===== src/design/q6kdq_pkg.sv =====
// ----------------------------------------------------------------------------
// q6kdq_pkg
// Shared types and constants for the 6-bit group dequantizer.
// ----------------------------------------------------------------------------
package q6kdq_pkg;
	localparam logic [5:0] CodeBias = 6'd32;
	localparam logic [31:0] F32Qnan = 32'h7FC0_0000;
	localparam logic [31:0] F32Inf = 32'h7F80_0000;

	// Per-lane context carried from stage 1 to stage 2.
	typedef struct packed {
		logic        sign;
		logic        zero;
		logic        is_nan;
		logic        is_inf;
		logic [9:0]  mant;
		logic [4:0]  ebase;
	} lane_ctl_t;
endpackage


===== src/design/q6k_group_dequantizer_unit.sv =====
// ----------------------------------------------------------------------------
// q6k_group_dequantizer_unit
// Each accepted item passes the three register stages per lane: stage 1,
// stage 2 and the output register; done rises as the result appears.
// Throughput: one item per cycle; busy stays low since the receiver cannot stall.
// Reset clears only the stage valid bits; data registers are not reset.
// ----------------------------------------------------------------------------
module q6k_group_dequantizer_unit import q6kdq_pkg::*; (
	input  logic              clk,
	input  logic              arst_n,
	input  logic              start,
	output logic              busy,
	input  logic [15:0]       half_scale,
	input  logic [7:0]        low_bits_a,
	input  logic [7:0]        low_bits_b,
	input  logic [7:0]        high_bits,
	input  logic signed [7:0] sub_scale_0,
	input  logic signed [7:0] sub_scale_1,
	input  logic signed [7:0] sub_scale_2,
	input  logic signed [7:0] sub_scale_3,
	input  logic              row_end,
	output logic              done,
	output logic [31:0]       value_0,
	output logic [31:0]       value_1,
	output logic [31:0]       value_2,
	output logic [31:0]       value_3,
	output logic              row_end_out
);
	// Each lane is a three-stage multiply and normalize pipe; the valid bits and
	// the row-end mark travel alongside, so an item enters every cycle.
	logic [2:0] vld_q;
	logic [2:0] re_q;
	logic       acc;

	assign busy = 1'b0;
	assign acc = start & ~busy;

	always_ff @(posedge clk or negedge arst_n) begin
		if (!arst_n) begin
			vld_q <= '0;
		end else begin
			vld_q <= {vld_q[1:0], acc};
		end
	end

	always_ff @(posedge clk) begin
		re_q <= {re_q[1:0], row_end};
	end

	q6kdq_lane u_l0 (.clk, .en1(acc), .en2(vld_q[0]), .en3(vld_q[1]), .half_scale,
		.code({high_bits[1:0], low_bits_a[3:0]}), .sub_scale(sub_scale_0), .value(value_0));
	q6kdq_lane u_l1 (.clk, .en1(acc), .en2(vld_q[0]), .en3(vld_q[1]), .half_scale,
		.code({high_bits[3:2], low_bits_b[3:0]}), .sub_scale(sub_scale_1), .value(value_1));
	q6kdq_lane u_l2 (.clk, .en1(acc), .en2(vld_q[0]), .en3(vld_q[1]), .half_scale,
		.code({high_bits[5:4], low_bits_a[7:4]}), .sub_scale(sub_scale_2), .value(value_2));
	q6kdq_lane u_l3 (.clk, .en1(acc), .en2(vld_q[0]), .en3(vld_q[1]), .half_scale,
		.code({high_bits[7:6], low_bits_b[7:4]}), .sub_scale(sub_scale_3), .value(value_3));

	assign done = vld_q[2];
	assign row_end_out = re_q[2];
endmodule


===== src/design/q6kdq_lane.sv =====
// ----------------------------------------------------------------------------
// q6kdq_lane
// One lane: decode, multiply, normalize and pack, three register stages.
// ----------------------------------------------------------------------------
module q6kdq_lane import q6kdq_pkg::*; (
	input  logic              clk,
	input  logic              en1,
	input  logic              en2,
	input  logic              en3,
	input  logic [15:0]       half_scale,
	input  logic [5:0]        code,
	input  logic signed [7:0] sub_scale,
	output logic [31:0]       value
);
	logic [5:0]  q_s;
	logic        q_neg;
	logic [5:0]  aq;
	logic [7:0]  asc;
	logic [10:0] sig;
	logic [13:0] sq_s1;
	logic [10:0] sig_s1;
	lane_ctl_t   ctl_s1;
	lane_ctl_t   ctl_s2;
	logic [22:0] p_s2;
	logic [22:0] p_n;
	logic [4:0]  top;
	logic [31:0] res;

	always_comb begin
		q_s = code - CodeBias;
		q_neg = q_s[5];
		aq = q_neg ? (6'd0 - q_s) : q_s;
		asc = sub_scale[7] ? (8'd0 - sub_scale) : sub_scale;
		sig = {(half_scale[14:10] != 5'd0), half_scale[9:0]};
	end

	// Stage 1: magnitudes of the two small factors multiplied.
	always_ff @(posedge clk) begin
		if (en1) begin
			sq_s1 <= 14'(asc) * 14'(aq);
			sig_s1 <= sig;
			// A NaN scale keeps its own sign; everything else takes the product sign.
			ctl_s1.sign <= half_scale[15] ^
				(((half_scale[14:10] == 5'h1F) && (half_scale[9:0] != 10'd0)) ?
				1'b0 : (sub_scale[7] ^ q_neg));
			ctl_s1.zero <= (asc == 8'd0) || (aq == 6'd0);
			ctl_s1.is_nan <= (half_scale[14:10] == 5'h1F) && (half_scale[9:0] != 10'd0);
			ctl_s1.is_inf <= (half_scale[14:10] == 5'h1F) && (half_scale[9:0] == 10'd0);
			ctl_s1.mant <= half_scale[9:0];
			ctl_s1.ebase <= (half_scale[14:10] == 5'd0) ? 5'd1 : half_scale[14:10];
		end
	end

	// Stage 2: full product, exact in 23 bits.
	always_ff @(posedge clk) begin
		if (en2) begin
			p_s2 <= 23'(sig_s1) * 23'(sq_s1);
			ctl_s2 <= ctl_s1;
		end
	end

	// Stage 3: leading-one search and packing.
	always_comb begin
		top = 5'd0;
		for (int i = 0; i < 23; i++) begin
			if (p_s2[i]) top = 5'(i);
		end
		p_n = p_s2 << (5'd22 - top);
		if (ctl_s2.is_nan) begin
			res = {ctl_s2.sign, 31'd0} | F32Qnan | {9'd0, ctl_s2.mant, 13'd0};
		end else if (ctl_s2.is_inf) begin
			res = ctl_s2.zero ? F32Qnan : ({ctl_s2.sign, 31'd0} | F32Inf);
		end else if (p_s2 == 23'd0) begin
			res = {ctl_s2.sign, 31'd0};
		end else begin
			// exponent = top + (e - 25) + 127, with subnormal e taken as 1
			res = {ctl_s2.sign, 8'(8'(top) + 8'(ctl_s2.ebase) + 8'd102), p_n[21:0], 1'b0};
		end
	end

	always_ff @(posedge clk) begin
		if (en3) value <= res;
	end
endmodule


===== config.mk =====
export PLATFORM = sky130hd
export DESIGN_NAME = q6k_group_dequantizer_unit
export DESIGN_NICKNAME = d
export VERILOG_FILES = /design/src/design/q6kdq_pkg.sv /design/src/design/q6k_group_dequantizer_unit.sv /design/src/design/q6kdq_lane.sv
export SDC_FILE = /design/constraint.sdc
export NUM_CORES = 2
export LEC_CHECK = 0
export ABC_AREA = 1
export BUFFER_PORTS_ARGS = -buffer_cell sky130_fd_sc_hd__buf_2
export CORE_MARGIN = 2
export CORE_UTILIZATION = 60
export CTS_BUF_LIST = sky130_fd_sc_hd__clkbuf_2 sky130_fd_sc_hd__clkbuf_4 sky130_fd_sc_hd__clkbuf_8
export CTS_CLUSTER_DIAMETER = 30
export DETAILED_ROUTE_END_ITERATION = 10
export GPL_TIMING_DRIVEN = 0
export PLACE_DENSITY = 0.78
export SYNTH_ARGS = -nofsm -noshare
export SYNTH_HDL_FRONTEND = slang
export SYNTH_HIERARCHICAL = 1
export SYNTH_SLANG_ARGS = --single-unit

===== constraint.sdc =====
create_clock -name clk -period 7.8 [get_ports clk]
set_input_delay 0.78 -clock clk [delete_from_list [all_inputs] [get_ports clk]]
set_output_delay 0.78 -clock clk [all_outputs]
set_load 0.03 [all_outputs]

==> metrics <==
status completed; Port Buffers 201; Post-Route Skew 0.0560 ns; Period Utilization, post-route 81.2%; crit-path max FO 10; clock sinks 430; # rows 102; fmax 158 MHz; Hold/Removal Path Class in -> reg; Synth Area per Inst 8.42 um^2; WP data required 8.25 ns; Critical path origin u_l1/sig_s1[2]; Die X 282 um; maxcap violations 0; first-pass GRT wire length 185 mm; initial antenna violation count 4; CTS buffer count 94; final setup TNS 0 ns; CTS tree built; GRT Overall Usage 29.4%; worst r2r src u_l1/sig_s1[2]; htree depth 3; Final Hold Viols 0; Hold Path Origin row_end; GP Congestion 0.987; Post-route DRC 0; Layout area overhead 9.82%; detailed-route wire length 115 mm; Skew-Pair Late Insertion Delay 0.72 ns; Netlist cell types 55; Max-slew headroom 11.8%; Post-Synthesis Net Count 6,484; largest net degree at the start of global routing 101; post-CTS setup buffers 0; RSZ-0062 raised after global routing no; Worst setup SP type register; register bit total from synthesis 430; clock slew at reported path FFs 0.05 ns; min cycle time layout 6.33 ns; core footprint 0.0771 mm^2; grt ovf 0; CP Capture Type register; Layout Cell Area excl Fill 0.0511 mm^2; Boundary Pins 207; Area after DPL 0.0489 mm^2; Syn Std Cell Area 0.0465 mm^2; drt initial violations 2,686; HPWL Detailed 92.3 mm; Initial Util 60.3%; layout net count 6,787; CP arrival 6.78 ns; synth warn 6; vias in the first global route 36,900; Worst-Margin Slew 1.31 ns; via count 36,700; layout cell share with drive strength beyond 1 9.32%; Max Slew Vio Count 0; die span in y 282 um; post-synthesis sequential area ratio 27.7%; Async S/R FF share, synth 0.698%; antenna-violating nets left 0; filler cell count 6,443; drt via density 5.29; clk buf depth 3; root buffer cell clkbuf_8; critical path type reg -> reg; Post-synth EDFFs 424; die area 0.0797 mm^2; wire per inst 16.5 um; first-pass iteration count of the detailed router 8; Post-Synthesis Cells 5,524; Top FF cell, synth edfxtp_1; Final setup viols 0
==> final timing paths <==
kind | to | slack [ns] | depth (start not counted)
max in group asynchronous | vld_q[0] | 7.25 | 2
min in group asynchronous | vld_q[2] | 0.41 | 2
min reg2reg | re_q[2] | 0.33 | 0
max reg2reg | u_l1/p_s2[22] | 1.47 | 24
max | u_l1/p_s2[22] | 1.47 | 24
min | re_q[0] | 0.16 | 1
==> cell usage in the layout (no fill, tap or decap), types with 28 or more instances in the layout <==
master    Yosys  routed
o21ai_0      46      46
nand3_2      28      28
fa_1        532     532
o21ai_1      48      48
xnor2_1      52      52
edfxtp_1    424     424
buf_2        16     216
clkbuf_8      0      98
nor2_1      194     194
xor2_1      101     101
a21oi_1     140     140
nand2_1    1504    1504
clkbuf_1    138     138
nand3_1     400     400
inv_1      1260    1260
ha_1        352     352
==> critical path: stages, from the launching register on <==
cell	delay (ns)
edfxtp_1	0.67
clkbuf_1	0.51
nand2_1	0.16
fa_1	0.56
inv_1	0.05
fa_1	0.49
inv_1	0.05
fa_1	0.53
inv_1	0.05
fa_1	0.47
inv_1	0.05
fa_1	0.47
inv_1	0.04
ha_1	0.33
a21oi_1	0.08
a21boi_2	0.17
o21ai_0	0.40
a21boi_2	0.15
o21ai_2	0.22
a21boi_2	0.10
o21ai_1	0.19
nand2_1	0.07
nand2_1	0.06
a21oi_1	0.06
xor2_1	0.14
==> sequential cells by signal (all words and copies together) (netlist names), 23 cells and up <==
| register | cells |
|---|---|
| u_l2/value | 31 |
| u_l3/value | 31 |
| u_l0/value | 31 |
| u_l1/p_s2 | 23 |
| u_l0/p_s2 | 23 |
| u_l2/p_s2 | 23 |
| u_l1/value | 31 |
| u_l3/p_s2 | 23 |
==> per-layer routing <==
| layer | GRT usage [%] | share of wire [%] | wire length, um |
|---|---|---|---|
| met5 | 0 | 0.018 | 21 |
| met4 | 13.6 | 4.3 | 4990 |
| met2 | 48.3 | 47 | 54300 |
| met3 | 5.74 | 8.2 | 9480 |
| met1 | 37.8 | 40 | 46100 |
==> Yosys cell counts (46+ instances only) <==
cell      number  area, um^2
nand2_1     1504        5650
inv_1       1260        4730
fa_1         532       10700
edfxtp_1     424       12700
nand3_1      400        2000
ha_1         352        4400
nor2_1       194         728
a21oi_1      140         701
clkbuf_1     138         518
xor2_1       101         885
xnor2_1       52         455
o21ai_1       48         240
o21ai_0       46         230
==> layout make-up <==
type                            count  area, um^2  area share [%]
Inverter                         1285        4820            9.45
Buffer                            184         882            1.73
Sequential cell                   430       12900            25.2
Tap cell                         1040        1300            2.55
Multi-Input combinational cell   3625       27900            54.7
Timing Repair Buffer              207        1150            2.26
Antenna cell                        3        7.51          0.0147
Clock buffer                      114        1470            2.88
Clock inverter                     58         611            1.20
==> cell families after synthesis <==
group | after synthesis | share of synthesized area, %
simple gates | 2257 | 20.5
buf+inv | 1469 | 12.3
fa+ha+maj | 884 | 32.4
flops | 430 | 27.7
compound gates | 322 | 4.07
xor+xnor | 157 | 3.05
other cells | 5 | 0.0404
==> what timing repair did <==
action	4_1_cts	5_1_grt
endpoints found under the hold margin	3	0
endpoints found under the setup margin	0	0
hold buffers	1	0
resized for setup	0	0
==> stage by stage <==
step / setup slack [ns] / std cells / utilization [%] / hold slack [ns]
2_1_floorplan: 2.37 / 5524 / - / 0.310
3_3_place_gp: 1.58 / 6765 / 63.3 / 0.315
3_5_place_dp: 1.53 / 6770 / 63.5 / 0.317
4_1_cts: 1.54 / 6943 / 66.2 / 0.113
5_1_grt: 1.11 / 6944 / 66.2 / 0.137
6_report: 1.47 / 6946 / 66.2 / 0.163
Power is left out: the tool's default activity adds up to more than one toggle a clock period on the data nets, which glitch-free logic cannot reach.
